**src/nec_pkg.sv**
```systemverilog
// ----------------------------------------------------------------------------
// nec_pkg
// Shared types and codes for the NEC infrared frame decoder.
// ----------------------------------------------------------------------------
`default_nettype none

package nec_pkg;

  localparam int unsigned FRAME_BITS = 32;
  localparam int unsigned BIT_CNT_W  = $clog2(FRAME_BITS);

  // Result status codes
  localparam logic [2:0] ST_IGNORED   = 3'd0;
  localparam logic [2:0] ST_LEADER    = 3'd1;
  localparam logic [2:0] ST_BIT       = 3'd2;
  localparam logic [2:0] ST_FRAME_OK  = 3'd3;
  localparam logic [2:0] ST_FRAME_ERR = 3'd4;

  // Configuration register indexes
  localparam logic [1:0] REG_LEADER_CENTER    = 2'd0;
  localparam logic [1:0] REG_LEADER_TOLERANCE = 2'd1;
  localparam logic [1:0] REG_ONE_THRESHOLD    = 2'd2;

  // Configuration reset values
  localparam logic [7:0] RST_LEADER_CENTER    = 8'd135;
  localparam logic [5:0] RST_LEADER_TOLERANCE = 6'd5;
  localparam logic [7:0] RST_ONE_THRESHOLD    = 8'd20;

  typedef struct packed {
    logic [7:0] leader_center;
    logic [5:0] leader_tolerance;
    logic [7:0] one_threshold;
  } cfg_t;

  typedef struct packed {
    logic                  in_frame;
    logic [BIT_CNT_W-1:0]  bit_cnt;
    logic [FRAME_BITS-1:0] frame_bits;
    logic [31:0]           bad_frames;
    logic [31:0]           good_frames;
  } frame_st_t;

  typedef struct packed {
    logic [2:0]  status;
    logic        clear_timer;
    logic [7:0]  address;
    logic [7:0]  command;
    logic [31:0] error_count;
    logic [31:0] frame_count;
  } result_t;

endpackage

`default_nettype wire

```
**src/nec_in_if.sv**
```systemverilog
// ----------------------------------------------------------------------------
// nec_in_if
// Capture timestamp channel (valid/ready).
// ----------------------------------------------------------------------------
`default_nettype none

interface nec_in_if;
  logic        valid;
  logic        ready;
  logic [15:0] capture_time;

  modport source (output valid, output capture_time, input ready);
  modport sink   (input valid, input capture_time, output ready);
endinterface

`default_nettype wire

```
**src/nec_out_if.sv**
```systemverilog
// ----------------------------------------------------------------------------
// nec_out_if
// Decode result channel (valid/ready).
// ----------------------------------------------------------------------------
`default_nettype none

interface nec_out_if;
  logic        valid;
  logic        ready;
  logic [2:0]  status;
  logic        clear_timer;
  logic [7:0]  address;
  logic [7:0]  command;
  logic [31:0] error_count;
  logic [31:0] frame_count;

  modport source (output valid, output status, output clear_timer, output address,
                  output command, output error_count, output frame_count,
                  input ready);
  modport sink   (input valid, input status, input clear_timer, input address,
                  input command, input error_count, input frame_count,
                  output ready);
endinterface

`default_nettype wire

```
**src/nec_cfg_if.sv**
```systemverilog
// ----------------------------------------------------------------------------
// nec_cfg_if
// Configuration register write channel (valid/ready).
// ----------------------------------------------------------------------------
`default_nettype none

interface nec_cfg_if;
  logic       valid;
  logic       ready;
  logic [1:0] index;
  logic [7:0] data;

  modport source (output valid, output index, output data, input ready);
  modport sink   (input valid, input index, input data, output ready);
endinterface

`default_nettype wire

```
**src/nec_decode.sv**
```systemverilog
// ----------------------------------------------------------------------------
// nec_decode
// Single-pass frame decode: width, leader window, bit shift, frame check.
// ----------------------------------------------------------------------------
`default_nettype none

module nec_decode
  import nec_pkg::*;
#(
  parameter int unsigned TIMER_BITS = 16
) (
  input  wire cfg_t                                   cfg,
  input  wire frame_st_t                              st,
  input  wire logic [((TIMER_BITS < 16) ? TIMER_BITS : 16)-1:0] last_time,
  input  wire logic [15:0]                            capture_time,
  output frame_st_t                                   st_nxt,
  output logic [((TIMER_BITS < 16) ? TIMER_BITS : 16)-1:0] last_time_nxt,
  output result_t                                     res
);

  localparam int unsigned NOW_W = (TIMER_BITS < 16) ? TIMER_BITS : 16;
  localparam int unsigned CW    = TIMER_BITS + 1;

  logic [NOW_W-1:0]      now;
  logic [TIMER_BITS-1:0] width;
  logic [CW-1:0]         width_x;
  logic                  is_leader;
  logic                  bit_val;
  logic [FRAME_BITS-1:0] shifted;
  logic                  last_bit;
  logic                  cmd_ok;

  assign now     = capture_time[NOW_W-1:0];
  assign width   = TIMER_BITS'(now) - TIMER_BITS'(last_time);
  assign width_x = CW'(width);

  // strictly inside center +/- tolerance
  assign is_leader = ((width_x + CW'(cfg.leader_tolerance)) > CW'(cfg.leader_center)) &&
                     (width_x < (CW'(cfg.leader_center) + CW'(cfg.leader_tolerance)));
  assign bit_val   = width_x > CW'(cfg.one_threshold);

  // LSB first: shift in at the top, first bit lands at bit 0 after a full frame
  assign shifted  = {bit_val, st.frame_bits[FRAME_BITS-1:1]};
  assign last_bit = st.bit_cnt == BIT_CNT_W'(FRAME_BITS - 1);
  assign cmd_ok   = shifted[23:16] == ~shifted[31:24];

  always_comb begin
    st_nxt        = st;
    last_time_nxt = now;
    res.status      = ST_IGNORED;
    res.clear_timer = 1'b0;
    res.address     = 8'd0;
    res.command     = 8'd0;
    if (is_leader) begin
      last_time_nxt     = '0;
      st_nxt.in_frame   = 1'b1;
      st_nxt.bit_cnt    = '0;
      st_nxt.frame_bits = '0;
      res.status        = ST_LEADER;
      res.clear_timer   = 1'b1;
    end else if (st.in_frame) begin
      st_nxt.frame_bits = shifted;
      st_nxt.bit_cnt    = st.bit_cnt + BIT_CNT_W'(1);
      res.status        = ST_BIT;
      if (last_bit) begin
        st_nxt.in_frame = 1'b0;
        st_nxt.bit_cnt  = '0;
        if (cmd_ok) begin
          st_nxt.good_frames = st.good_frames + 32'd1;
          res.status         = ST_FRAME_OK;
          res.address        = shifted[7:0];
          res.command        = shifted[23:16];
        end else begin
          st_nxt.bad_frames = st.bad_frames + 32'd1;
          res.status        = ST_FRAME_ERR;
        end
      end
    end
    res.error_count = st_nxt.bad_frames;
    res.frame_count = st_nxt.good_frames;
  end

endmodule

`default_nettype wire

```
**src/nec_ir_frame_decoder.sv**
```systemverilog
// ----------------------------------------------------------------------------
// nec_ir_frame_decoder
// NEC infrared frame decoder working on edge capture timestamps.
// ----------------------------------------------------------------------------
//
//   channel   dir   handshake     payload
//   in_if     in    valid/ready   capture_time[15:0]
//   out_if    out   valid/ready   status, clear_timer, address, command,
//                                 error_count, frame_count
//   cfg_if    in    valid/ready   index[1:0], data[7:0] (always ready)
//
// One transaction per clock sustained while out_if is ready: input register,
// then decode into the result register. The decode state updates in the
// same cycle the result register loads, so the next item sees it at once.
// rst_n is synchronous, active low: clears valids, frame state, counters and
// restores the register defaults. When out_if stalls, the input register
// holds one more item and in_if.ready drops until the result is taken.
// ----------------------------------------------------------------------------
`default_nettype none

module nec_ir_frame_decoder
  import nec_pkg::*;
#(
  parameter int unsigned TIMER_BITS = 16
) (
  input  wire logic clk,
  input  wire logic rst_n,
  nec_in_if.sink    in_if,
  nec_out_if.source out_if,
  nec_cfg_if.sink   cfg_if
);

  localparam int unsigned NOW_W = (TIMER_BITS < 16) ? TIMER_BITS : 16;

  // configuration registers
  cfg_t cfg_r;

  // input register
  logic        in_v_r;
  logic [15:0] in_time_r;

  // decode state
  frame_st_t        st_r;
  frame_st_t        st_nxt;
  logic [NOW_W-1:0] last_time_r;
  logic [NOW_W-1:0] last_time_nxt;

  // result register
  logic    out_v_r;
  result_t res_r;
  result_t res_nxt;

  logic advance;
  logic in_take;

  // decode fires when the input register holds an item and the result
  // register is empty or being drained this cycle
  assign advance = in_v_r && (!out_v_r || out_if.ready);
  assign in_if.ready = !in_v_r || advance;
  assign in_take = in_if.valid && in_if.ready;

  assign cfg_if.ready = 1'b1;

  always_ff @(posedge clk) begin
    if (!rst_n) begin
      cfg_r.leader_center    <= RST_LEADER_CENTER;
      cfg_r.leader_tolerance <= RST_LEADER_TOLERANCE;
      cfg_r.one_threshold    <= RST_ONE_THRESHOLD;
    end else if (cfg_if.valid) begin
      case (cfg_if.index)
        REG_LEADER_CENTER:    cfg_r.leader_center    <= cfg_if.data;
        REG_LEADER_TOLERANCE: cfg_r.leader_tolerance <= cfg_if.data[5:0];
        REG_ONE_THRESHOLD:    cfg_r.one_threshold    <= cfg_if.data;
        default: ;  // unknown index: write dropped
      endcase
    end
  end

  nec_decode #(
    .TIMER_BITS (TIMER_BITS)
  ) u_decode (
    .cfg           (cfg_r),
    .st            (st_r),
    .last_time     (last_time_r),
    .capture_time  (in_time_r),
    .st_nxt        (st_nxt),
    .last_time_nxt (last_time_nxt),
    .res           (res_nxt)
  );

  // input stage
  always_ff @(posedge clk) begin
    if (!rst_n) begin
      in_v_r <= 1'b0;
    end else if (in_take) begin
      in_v_r <= 1'b1;
    end else if (advance) begin
      in_v_r <= 1'b0;
    end
  end

  always_ff @(posedge clk) begin
    if (in_take) begin
      in_time_r <= in_if.capture_time;
    end
  end

  // decode state commits with the result
  always_ff @(posedge clk) begin
    if (!rst_n) begin
      st_r        <= '0;
      last_time_r <= '0;
    end else if (advance) begin
      st_r        <= st_nxt;
      last_time_r <= last_time_nxt;
    end
  end

  // result stage
  always_ff @(posedge clk) begin
    if (!rst_n) begin
      out_v_r <= 1'b0;
    end else if (advance) begin
      out_v_r <= 1'b1;
    end else if (out_if.ready) begin
      out_v_r <= 1'b0;
    end
  end

  always_ff @(posedge clk) begin
    if (advance) begin
      res_r <= res_nxt;
    end
  end

  assign out_if.valid       = out_v_r;
  assign out_if.status      = res_r.status;
  assign out_if.clear_timer = res_r.clear_timer;
  assign out_if.address     = res_r.address;
  assign out_if.command     = res_r.command;
  assign out_if.error_count = res_r.error_count;
  assign out_if.frame_count = res_r.frame_count;

endmodule

`default_nettype wire

```
**src/flat_wrapper.sv**
```systemverilog
// flat-port wrapper written by rule: the top's interface ports become plain ports
module nec_ir_frame_decoder_flat import nec_pkg::*;
#(
  parameter int unsigned TIMER_BITS = 16
)
  (clk, rst_n, in_if_valid, in_if_capture_time, in_if_ready, out_if_valid, out_if_status, out_if_clear_timer, out_if_address, out_if_command, out_if_error_count, out_if_frame_count, out_if_ready, cfg_if_valid, cfg_if_index, cfg_if_data, cfg_if_ready);
  nec_in_if in_if_i ();
  nec_out_if out_if_i ();
  nec_cfg_if cfg_if_i ();
  input  wire logic clk;
  input  wire logic rst_n;
  input wire logic [$bits(in_if_i.valid)-1:0] in_if_valid;
  input wire logic [$bits(in_if_i.capture_time)-1:0] in_if_capture_time;
  output wire logic [$bits(in_if_i.ready)-1:0] in_if_ready;
  output wire logic [$bits(out_if_i.valid)-1:0] out_if_valid;
  output wire logic [$bits(out_if_i.status)-1:0] out_if_status;
  output wire logic [$bits(out_if_i.clear_timer)-1:0] out_if_clear_timer;
  output wire logic [$bits(out_if_i.address)-1:0] out_if_address;
  output wire logic [$bits(out_if_i.command)-1:0] out_if_command;
  output wire logic [$bits(out_if_i.error_count)-1:0] out_if_error_count;
  output wire logic [$bits(out_if_i.frame_count)-1:0] out_if_frame_count;
  input wire logic [$bits(out_if_i.ready)-1:0] out_if_ready;
  input wire logic [$bits(cfg_if_i.valid)-1:0] cfg_if_valid;
  input wire logic [$bits(cfg_if_i.index)-1:0] cfg_if_index;
  input wire logic [$bits(cfg_if_i.data)-1:0] cfg_if_data;
  output wire logic [$bits(cfg_if_i.ready)-1:0] cfg_if_ready;
  assign in_if_i.valid = in_if_valid;
  assign in_if_i.capture_time = in_if_capture_time;
  assign in_if_ready = in_if_i.ready;
  assign out_if_valid = out_if_i.valid;
  assign out_if_status = out_if_i.status;
  assign out_if_clear_timer = out_if_i.clear_timer;
  assign out_if_address = out_if_i.address;
  assign out_if_command = out_if_i.command;
  assign out_if_error_count = out_if_i.error_count;
  assign out_if_frame_count = out_if_i.frame_count;
  assign out_if_i.ready = out_if_ready;
  assign cfg_if_i.valid = cfg_if_valid;
  assign cfg_if_i.index = cfg_if_index;
  assign cfg_if_i.data = cfg_if_data;
  assign cfg_if_ready = cfg_if_i.ready;
  nec_ir_frame_decoder #(.TIMER_BITS(TIMER_BITS)) u_core (.clk(clk), .rst_n(rst_n), .in_if(in_if_i), .out_if(out_if_i), .cfg_if(cfg_if_i));
endmodule
```
**config.mk**
```make
export PLATFORM = sky130hd
export DESIGN_NAME = nec_ir_frame_decoder_flat
export DESIGN_NICKNAME = d
export VERILOG_FILES = /design/src/nec_pkg.sv /design/src/nec_in_if.sv /design/src/nec_out_if.sv /design/src/nec_cfg_if.sv /design/src/nec_decode.sv /design/src/nec_ir_frame_decoder.sv /design/src/flat_wrapper.sv
export SDC_FILE = /design/constraint.sdc
export NUM_CORES = 1
export LEC_CHECK = 0
export ABC_CLOCK_PERIOD_IN_PS = 13000
export BUFFER_PORTS_ARGS = -buffer_cell sky130_fd_sc_hd__buf_4
export CAP_MARGIN = 20
export CORE_MARGIN = 2
export CORE_UTILIZATION = 65
export DETAILED_ROUTE_END_ITERATION = 6
export GPL_ROUTABILITY_DRIVEN = 0
export PLACE_DENSITY = 0.89
export SLEW_MARGIN = 20
export SYNTH_ARGS = -nofsm -noshare
export SYNTH_HDL_FRONTEND = slang
export SYNTH_HIERARCHICAL = 1
export SYNTH_SLANG_ARGS = --single-unit
```
**constraint.sdc**
```tcl
create_clock -name clk -period 13 [get_ports clk]
set_clock_uncertainty 0.15 [all_clocks]
set_input_delay 1.3 -clock clk [delete_from_list [all_inputs] [get_ports clk]]
set_output_delay 1.3 -clock clk [all_outputs]
set_load 0.03 [all_outputs]
```
==> results.json <==
{
  "cp_cell_sequence": "ha_1, a21oi_1, nand2_1, xor2_1, ha_1, a21oi_1, o21ai_0, and3_1, nor2_1, ha_1, a21o_1, a21oi_1, o21ai_0, a221oi_1, nor4_4, a2111oi_4, nand4_1, xnor2_1, nand2_1, mux2i_1",
  "startpoint_type": "register",
  "syn_area_per_cell_um2": 9.67,
  "report.final.slew_viol_count": 0,
  "drc": 0,
  "worstHoldPathCells": 2,
  "cts_hold_buf": 0,
  "grtUsageMet3": 0.0315,
  "cts_buffers": 25,
  "relSlewSlack": 0.298,
  "nets": 1503,
  "p_comb_frac": 0.141,
  "dpl_cell_area_mm2": 0.0140,
  "worstSetupPathType": "reg2reg",
  "cts-root-buf": "clkbuf_16",
  "grt_pass1_vias": 9459,
  "grt_pass1_wl_um": 44400,
  "final_area_mm2": 0.0148,
  "diodes": 0,
  "cts_setup_buffers": 0,
  "worst_ep_required_time_ns": 13.29,
  "worst-endpoint-arrival_ns": 6.05,
  "num_vias": 9798,
  "use_met2": 0.419,
  "max_cap_viol_count": 0,
  "cts_tree": "built",
  "fin_crit_sh": 0.443,
  "final_common_cell": "nand2_1",
  "drt_iter0_markers": 766,
  "final_cells": 1702,
  "p_int_mw": 1.33,
  "cts_sinks": 241,
  "fillCellCount": 1490,
  "initial_core_util": 0.667,
  "seq_power_share": 0.459,
  "h-tree-depth": 1,
  "hold_path.class": "reg2reg",
  "busiest_layer": "met2",
  "yosysWarnings": 6,
  "drive_gt1_frac": 0.137,
  "p_per_area_mw_per_mm2": 121,
  "chipWidth_um": 149,
  "clk_latency_ns": 0.52,
  "rows": 52,
  "viasPerCell": 5.76,
  "p_leak_nw": 5.68,
  "seqCellArea_mm2": 0.00583,
  "path_depth": 20,
  "die_area_mm2": 0.0221,
  "area_growth_pct": 8.64,
  "track_usage": 0.240,
  "cp_max_fo": 13,
  "grt_overflow": 0,
  "synth.net_count": 1499,
  "hold_violations": 0,
  "ioPinCount": 118,
  "p_sw_uw": 456,
  "core_mm2": 0.0204,
  "drtPass1Iterations": 5,
  "reg2regPathDepth": 20,
  "die_h_um": 149,
  "cts_buffer_depth": 3,
  "final_util": 0.725,
  "netlist_area_mm2": 0.0136,
  "setup_viol": 0,
  "antenna_left": 0,
  "status": "completed",
  "dp.cells": 1655,
  "slowest_stage": "a2111oi_4",
  "syn_inst": 1409,
  "setup_tns_ns": 0,
  "io_buffers": 116,
  "final_cell_mix": "nand2_1, mux2i_1, dfxtp_1, buf_4, edfxtp_1",
  "rsz0062_at_grt": "false",
  "hpwlAfterDp_um": 17300,
  "cts.clk_slew.worst_paths_ns": 0.06,
  "tightestPinTransition_ns": 1.05,
  "worst-path-buf-inv": 0,
  "holdWs_ns": 0.309,
  "multi_input_area_mm2": 0.00670,
  "crit_family": "compound AO/OA/AOI/OAI gates",
  "cts_resized": 0,
  "switching_share": 0.255,
  "met1_usage": 0.310,
  "drt-wirelength-per-cell_um": 15.9,
  "max_freq_mhz": 174,
  "min_period_ns": 5.76,
  "cp-end-kind": "register",
  "antenna_found_initial": 0,
  "max_stage_delay_ns": 0.73,
  "grt_max_degree": 157,
  "drt-total-wl_um": 27000,
  "p_clk_frac": 0.401,
  "peakVddDrop_mv": 0.0928
}
## worst min-delay path, cell delays in order, from the launching register on
cell	delay, ns
dfxtp_1	0.31
nand2_1	0.05
mux2i_1	0.05
## stage by stage
stage | worst slack (ns) | power (mW)
after CTS | 7.00 | 1.80
final | 7.24 | 1.78
after global placement | 7.43 | 1.07
after detailed placement | 7.09 | 1.08
after floorplan | 8.33 | 1.02
after global routing | 6.77 | 1.85
## power by group through the flow
stage | clock network, mW | logic (mW) | registers [mW]
floorplan | 0 | 0.161 | 0.859
global placement | 0 | 0.240 | 0.835
detailed placement | 0 | 0.248 | 0.835
CTS | 0.728 | 0.250 | 0.819
global route | 0.758 | 0.277 | 0.820
finish | 0.715 | 0.251 | 0.819
## area by class of cell
class                           instances  area share
Clock buffer                           28      0.0444
Clock inverter                         18      0.0113
Inverter                               46      0.0117
Multi-Input combinational cell        978       0.452
Sequential cell                       241       0.394
Tap cell                              270      0.0228
Timing Repair Buffer                  121      0.0638
## flip-flops by register name, indices dropped and copies added (netlist names)
signal                     cells
u_core/out_if.address          8
u_core/out_if.status           3
u_core/out_if.error_count     32
u_core/out_if.command          8
u_core/cfg_r                  22
u_core/out_if.clear_timer      1
u_core/st_r                  101
u_core/last_time_r            16
u_core/in_v_r                  1
u_core/out_if.valid            1
u_core/in_time_r              16
u_core/out_if.frame_count     32
## worst paths after layout
check / end / slack [ns] / start
max: u_core/st_r[59]$_SDFFE_PN0P_ / 7.24 / u_core/in_time_r[4]$_DFFE_PP_
min: u_core/last_time_r[3]$_SDFFE_PN0P_ / 0.31 / u_core/last_time_r[3]$_SDFFE_PN0P_
max reg2reg: u_core/st_r[59]$_SDFFE_PN0P_ / 7.24 / u_core/in_time_r[4]$_DFFE_PP_
min reg2reg: u_core/last_time_r[3]$_SDFFE_PN0P_ / 0.31 / u_core/last_time_r[3]$_SDFFE_PN0P_
## layer usage
layer,share of wire,vias to the layer above
met4,0.025,0
met2,0.50,283
met5,0,-
met1,0.43,4657
met3,0.049,63
li1,-,4795
Note: power is estimated with default switching activity, not from simulation.
